### src/rtl/online_softmax_attention_row_top_assert.svh
// Assertion macros for the online softmax attention row block
`ifndef ONLINE_SOFTMAX_ATTENTION_ROW_TOP_ASSERT_SVH
`define ONLINE_SOFTMAX_ATTENTION_ROW_TOP_ASSERT_SVH
`ifndef SYNTH
`define OSA_ASSERT_SAME(lbl, clk, rst, ante, cons) \
   lbl: assert property (@(posedge clk) disable iff (rst) (ante) |-> (cons)) \
      else $error("assertion failed");
`define OSA_ASSERT_NEXT(lbl, clk, rst, ante, cons) \
   lbl: assert property (@(posedge clk) disable iff (rst) (ante) |=> (cons)) \
      else $error("assertion failed");
`else
`define OSA_ASSERT_SAME(lbl, clk, rst, ante, cons)
`define OSA_ASSERT_NEXT(lbl, clk, rst, ante, cons)
`endif
`endif

### src/rtl/osa_pkg.sv
// Shared types, constants and the exponent table of the attention row block
package osa_pkg;

   localparam int DIM_MAX        = 64;
   localparam int IDX_W          = 6;
   localparam int DIM_W          = 7;
   localparam int EXP_TABLE_BITS = 8;
   localparam int EXP_TABLE_SIZE = 1 << EXP_TABLE_BITS;
   localparam int DIV_STEPS      = 49;

   typedef enum logic [1:0] {
      REQ_QUERY  = 2'd0,
      REQ_KEY    = 2'd1,
      REQ_VALUE  = 2'd2,
      REQ_FINISH = 2'd3
   } req_kind_type;

   typedef enum logic [0:0] {
      CSR_DIM   = 1'b0,
      CSR_SCALE = 1'b1
   } csr_index_type;

   typedef enum logic [3:0] {
      ST_IDLE,
      ST_DECODE,
      ST_K_MUL,
      ST_K_ACC,
      ST_K_SCALE,
      ST_K_CMP,
      ST_K_UPD,
      ST_V_MUL,
      ST_V_WR,
      ST_F_RD,
      ST_F_START,
      ST_F_WAIT
   } state_type;

   typedef struct packed {
      logic load;
      logic q_we;
      logic k_mul;
      logic k_acc;
      logic k_scale;
      logic k_cmp;
      logic k_upd;
      logic v_mul;
      logic v_wr;
      logic f_clr;
      logic f_start;
      logic f_out;
      logic f_next;
      logic row_clr;
   } cmd_type;

   typedef struct packed {
      req_kind_type kind;
      logic         idx_ok;
      logic         idx_last;
      logic         cnt_last;
      logic         div_done;
   } status_type;

   typedef logic [16:0] exp_tab_type [EXP_TABLE_SIZE];

   // exp(-i*step) in Q1.16, built from a truncated Taylor series of exp(-step)
   function automatic exp_tab_type build_exp_tab();
      logic [63:0] h;
      logic [63:0] term;
      logic [63:0] e;
      longint      r;
      exp_tab_type t;
      h    = 64'd1 << (34 - EXP_TABLE_BITS);
      term = 64'd1 << 30;
      r    = longint'(64'd1 << 30);
      e    = 64'd1 << 30;
      for (int k = 1; k <= 24; k++) begin
         term = ((term * h) >> 30) / 64'(k);
         if ((k % 2) == 1) r = r - longint'(term);
         else r = r + longint'(term);
      end
      if (r < 0) r = 0;
      for (int i = 0; i < EXP_TABLE_SIZE; i++) begin
         if (i > 0) e = (e * 64'(r) + (64'd1 << 29)) >> 30;
         t[i] = 17'((e + (64'd1 << 13)) >> 14);
      end
      return t;
   endfunction

   localparam exp_tab_type EXP_TAB = build_exp_tab();

endpackage

### src/rtl/osa_ctrl.sv
// Sequencer for query, key, value and finish requests
module osa_ctrl
   import osa_pkg::*;
(
   input  logic       clock,
   input  logic       reset,
   input  logic       start,
   input  status_type status,
   output cmd_type    cmd,
   output logic       busy
);

   state_type state_ff, state_in;

   always_ff @(posedge clock) begin
      if (reset) state_ff <= ST_IDLE;
      else state_ff <= state_in;
   end

   // next state and commands
   always_comb begin
      state_in = state_ff;
      cmd      = '0;
      unique case (state_ff)
         ST_IDLE: begin
            if (start) begin
               cmd.load = 1'b1;
               state_in = ST_DECODE;
            end
         end
         ST_DECODE: begin
            unique case (status.kind)
               REQ_QUERY: begin
                  cmd.q_we = status.idx_ok;
                  state_in = ST_IDLE;
               end
               REQ_KEY:   state_in = status.idx_ok ? ST_K_MUL : ST_IDLE;
               REQ_VALUE: state_in = status.idx_ok ? ST_V_MUL : ST_IDLE;
               REQ_FINISH: begin
                  cmd.f_clr = 1'b1;
                  state_in  = ST_F_RD;
               end
               default: state_in = ST_IDLE;
            endcase
         end
         ST_K_MUL: begin
            cmd.k_mul = 1'b1;
            state_in  = ST_K_ACC;
         end
         ST_K_ACC: begin
            cmd.k_acc = 1'b1;
            state_in  = status.idx_last ? ST_K_SCALE : ST_IDLE;
         end
         ST_K_SCALE: begin
            cmd.k_scale = 1'b1;
            state_in    = ST_K_CMP;
         end
         ST_K_CMP: begin
            cmd.k_cmp = 1'b1;
            state_in  = ST_K_UPD;
         end
         ST_K_UPD: begin
            cmd.k_upd = 1'b1;
            state_in  = ST_IDLE;
         end
         ST_V_MUL: begin
            cmd.v_mul = 1'b1;
            state_in  = ST_V_WR;
         end
         ST_V_WR: begin
            cmd.v_wr = 1'b1;
            state_in = ST_IDLE;
         end
         ST_F_RD: state_in = ST_F_START;
         ST_F_START: begin
            cmd.f_start = 1'b1;
            state_in    = ST_F_WAIT;
         end
         ST_F_WAIT: begin
            if (status.div_done) begin
               cmd.f_out = 1'b1;
               if (status.cnt_last) begin
                  cmd.row_clr = 1'b1;
                  state_in    = ST_IDLE;
               end else begin
                  cmd.f_next = 1'b1;
                  state_in   = ST_F_RD;
               end
            end
         end
         default: state_in = ST_IDLE;
      endcase
   end

   assign busy = (state_ff != ST_IDLE);

endmodule

### config.mk
export PLATFORM = sky130hd
export DESIGN_NAME = osa_ctrl
export DESIGN_NICKNAME = d
export VERILOG_FILES = /design/src/rtl/online_softmax_attention_row_top_assert.svh /design/src/rtl/osa_pkg.sv /design/src/rtl/osa_ctrl.sv
export SDC_FILE = /design/constraint.sdc
export NUM_CORES = 1
export LEC_CHECK = 0
export ABC_CLOCK_PERIOD_IN_PS = 1450
export BUFFER_PORTS_ARGS = -buffer_cell sky130_fd_sc_hd__buf_2
export CAP_MARGIN = 40
export CELL_PAD_IN_SITES_DETAIL_PLACEMENT = 1
export CELL_PAD_IN_SITES_GLOBAL_PLACEMENT = 2
export CORE_AREA = 2 2 43 65
export DETAILED_ROUTE_END_ITERATION = 10
export DIE_AREA = 0 0 45 67
export GPL_TIMING_DRIVEN = 1
export PLACE_DENSITY = 0.78
export SYNTH_ARGS = -nofsm -noshare
export SYNTH_HDL_FRONTEND = slang
export SYNTH_SLANG_ARGS = --single-unit
### constraint.sdc
create_clock -name clock -period 1.45 [get_ports clock]
set_input_delay 0.3625 -clock clock [delete_from_list [all_inputs] [get_ports clock]]
set_output_delay 0.3625 -clock clock [all_outputs]
set_load 0.02 [all_outputs]
==> metrics <==
Mapped Area ~420 µm²; Comb power frac 0.745; global-route wire length before repair 3080 µm; RSZ-0062 raised after global routing true; non-filler cells in the finished layout 128; worst path cell trace or4b_4 > nor3b_4 > nor2b_4 > buf_6; clock network power share 0.125; worst-skew pair later-pin latency 0.23 ns; setup ws final -0.478 ns; most frequent cells in the layout buf_6 (18), buf_4 (13), buf_2 (8), nand2_1 (5), nor2b_4 (4); Slew Viols, Final 0; ANT cells 0; yosys warns 0; Yosys cell types 28; Max clock buf depth 2; Global Route Usage Sum 0.139; clock sinks 4; Max IR drop VDD 0.000423 V; CTS Root Cell clkbuf_4; Yosys reg bits 4; CTS tree yes; Port Buffers 23; Final GP Congestion 0.805; largest net degree at the start of global routing 13; PD cells 1020 nW/µm²; leak pwr 0.462 nW; DP Wirelength between 1000 and 1500 µm; Crit Path Class reg2out; Ports 24; final setup fails 18; Mapped Cells 62; Clock transition at path regs ~0.040 ns; CP endpoint kind output port; CP max stage cell or4b_4; sequential area share after synthesis 0.189; Vias/cell 5.16; synthesis-to-finish area growth 150%; Mean Syn Cell Area 6.84 µm²; HP Class in2reg; row cnt 22; commonest non-fill, non-tap cell in the layout buf_6; Die Ht between 60 and 70 µm; status complete, but fails checks; Largest register FFs 4; placed cells around 110; Hold Vio Cnt, Final 0; Crit path required time 1.09 ns; Post-layout nets 115; Max-cap violations 0; starting density of the core 0.175; WL final 1920 µm; Power Total 1.08 mW; drt wl/cell 15.0 µm; failing checks setup timing; layout cells sized above 1 0.769; vias in the first global route 705; largest registers state_ff x4; # DRC 0; initial antenna violation count 0; H-tree Lvls 1; Die X 45 µm; die area 3020 µm²; Core ar. 2420 µm²; Largest Register state_ff; Setup crit start kind flip-flop; Net Sw Frac 0.395; global-route congestion overflow total 0; Starting DRT DRC Count 9; Worst path max stage delay 0.55 ns; 1st-pass router iterations 5; Slew headroom 0.837; Max Fclk 519 MHz; P_int 0.655 mW; Fillers 281; critical path arrival 1.57 ns; Slew @ Worst Pin 0.244 ns; register share of total power 0.131; post-layout min period 1.93 ns; setup TNS -4.14 ns; fin crit share 1.33; Setup Skew 0.000940 ns; critical path fanouts, max 2; vias post-DR 661; Psw ~0.43 mW; TritonCTS Buffers 3; Post-Syn Nets 71; post-route ant nets 0
-- synthesized netlist by cell type --
cell,instances,area [µm²]
a21o_1,2,15.0
a21oi_1,1,5.00
a221o_1,1,10.0
a2bb2oi_1,1,8.76
a31oi_1,3,18.8
and2_1,1,6.26
and3_1,1,6.26
and4_1,1,8.76
buf_2,3,15.0
clkbuf_1,1,3.75
dfxtp_1,4,80.1
inv_1,2,7.51
mux2i_1,1,10.0
nand2_1,8,30.0
nand2b_1,3,18.8
nand3_1,1,5.00
nand4_1,1,6.26
nor2_1,6,22.5
nor2b_1,5,31.3
nor3_1,4,20.0
nor3b_2,1,12.5
o21ai_0,2,10.0
o21ai_1,4,20.0
o21bai_1,1,7.51
o22ai_2,1,12.5
or4b_1,1,10.0
or4b_4,1,13.8
xor2_1,1,8.76
-- routing by layer --
layer / vias to the layer above / global-route usage / share of wire
met1: 328 / 0.149 / 0.37
met2: 21 / 0.255 / 0.58
met3: 4 / 0.0163 / 0.032
met5: - / 0 / 0
met4: 0 / 0.0662 / 0.016
li1: 308 / - / -
-- path summary, 6_finish.rpt --
path	start	to	slack (ns)	cells after the start
setup / recovery	state_ff[1]	cmd[12]	-0.48	4
hold / removal	reset	state_ff[2]	0.36	2
setup reg to reg	state_ff[0]	state_ff[0]	-0.11	8
hold reg to reg	state_ff[1]	state_ff[2]	0.73	4
-- kinds of logic after synthesis --
| family | synth area share |
|---|---|
| muxes | 0.0236 |
| buffers and inverters | 0.0619 |
| xor gates and xnor gates | 0.0207 |
| DFF | 0.189 |
| AOI/OAI and AO/OA | 0.254 |
| and+or+nand+nor | 0.451 |
-- through the flow --
step	hold slack [ns]	util	area, µm²	setup slack (ns)
after global placement	0.586	0.258	626	-0.240
after CTS	0.339	0.388	940	-0.504
after global routing	0.360	0.438	1060	-0.531
after detailed placement	0.593	0.258	626	-0.261
after floorplan	0.424	-	454	-0.154
final	0.358	0.438	1060	-0.478
-- what timing repair did --
item / CTS / global route
gates cloned: 0 / 0
buffers inserted: 11 / 4
pin swaps: 10 / 7
setup endpoints to repair: 17 / 19
hold buffers: 0 / 0
resized for setup: 53 / 22
-- area by class of cell --
| class | instances | area (µm²) | area share |
|---|---|---|---|
| inverters | 2 | 7.51 | 0.00708 |
| clock buffers | 3 | 22.5 | 0.0212 |
| flip-flops and latches | 4 | 83.8 | 0.0790 |
| well taps | 24 | 30.0 | 0.0283 |
| repair buffers | 43 | 410 | 0.387 |
| multi-input cells | 52 | 507 | 0.478 |
-- worst max-delay path, delay by kind of cell, from the launching register on --
| kind | cells | cell delay [ns] |
|---|---|---|
| AND/OR/NAND/NOR | 3 | 0.90 |
| buffers and inverters | 1 | 0.11 |
| flip-flops | 1 | 0.31 |
-- power groups by stage --
stage / combinational [mW] / clock, mW / sequential (mW)
3_5_place_dp: 0.396 / 0 / 0.143
5_1_grt: 0.859 / 0.156 / 0.143
6_report: 0.806 / 0.135 / 0.142
3_3_place_gp: 0.390 / 0 / 0.140
2_1_floorplan: 0.250 / 0 / 0.150
4_1_cts: 0.695 / 0.141 / 0.141
Note: power is estimated with default switching activity, not from simulation.
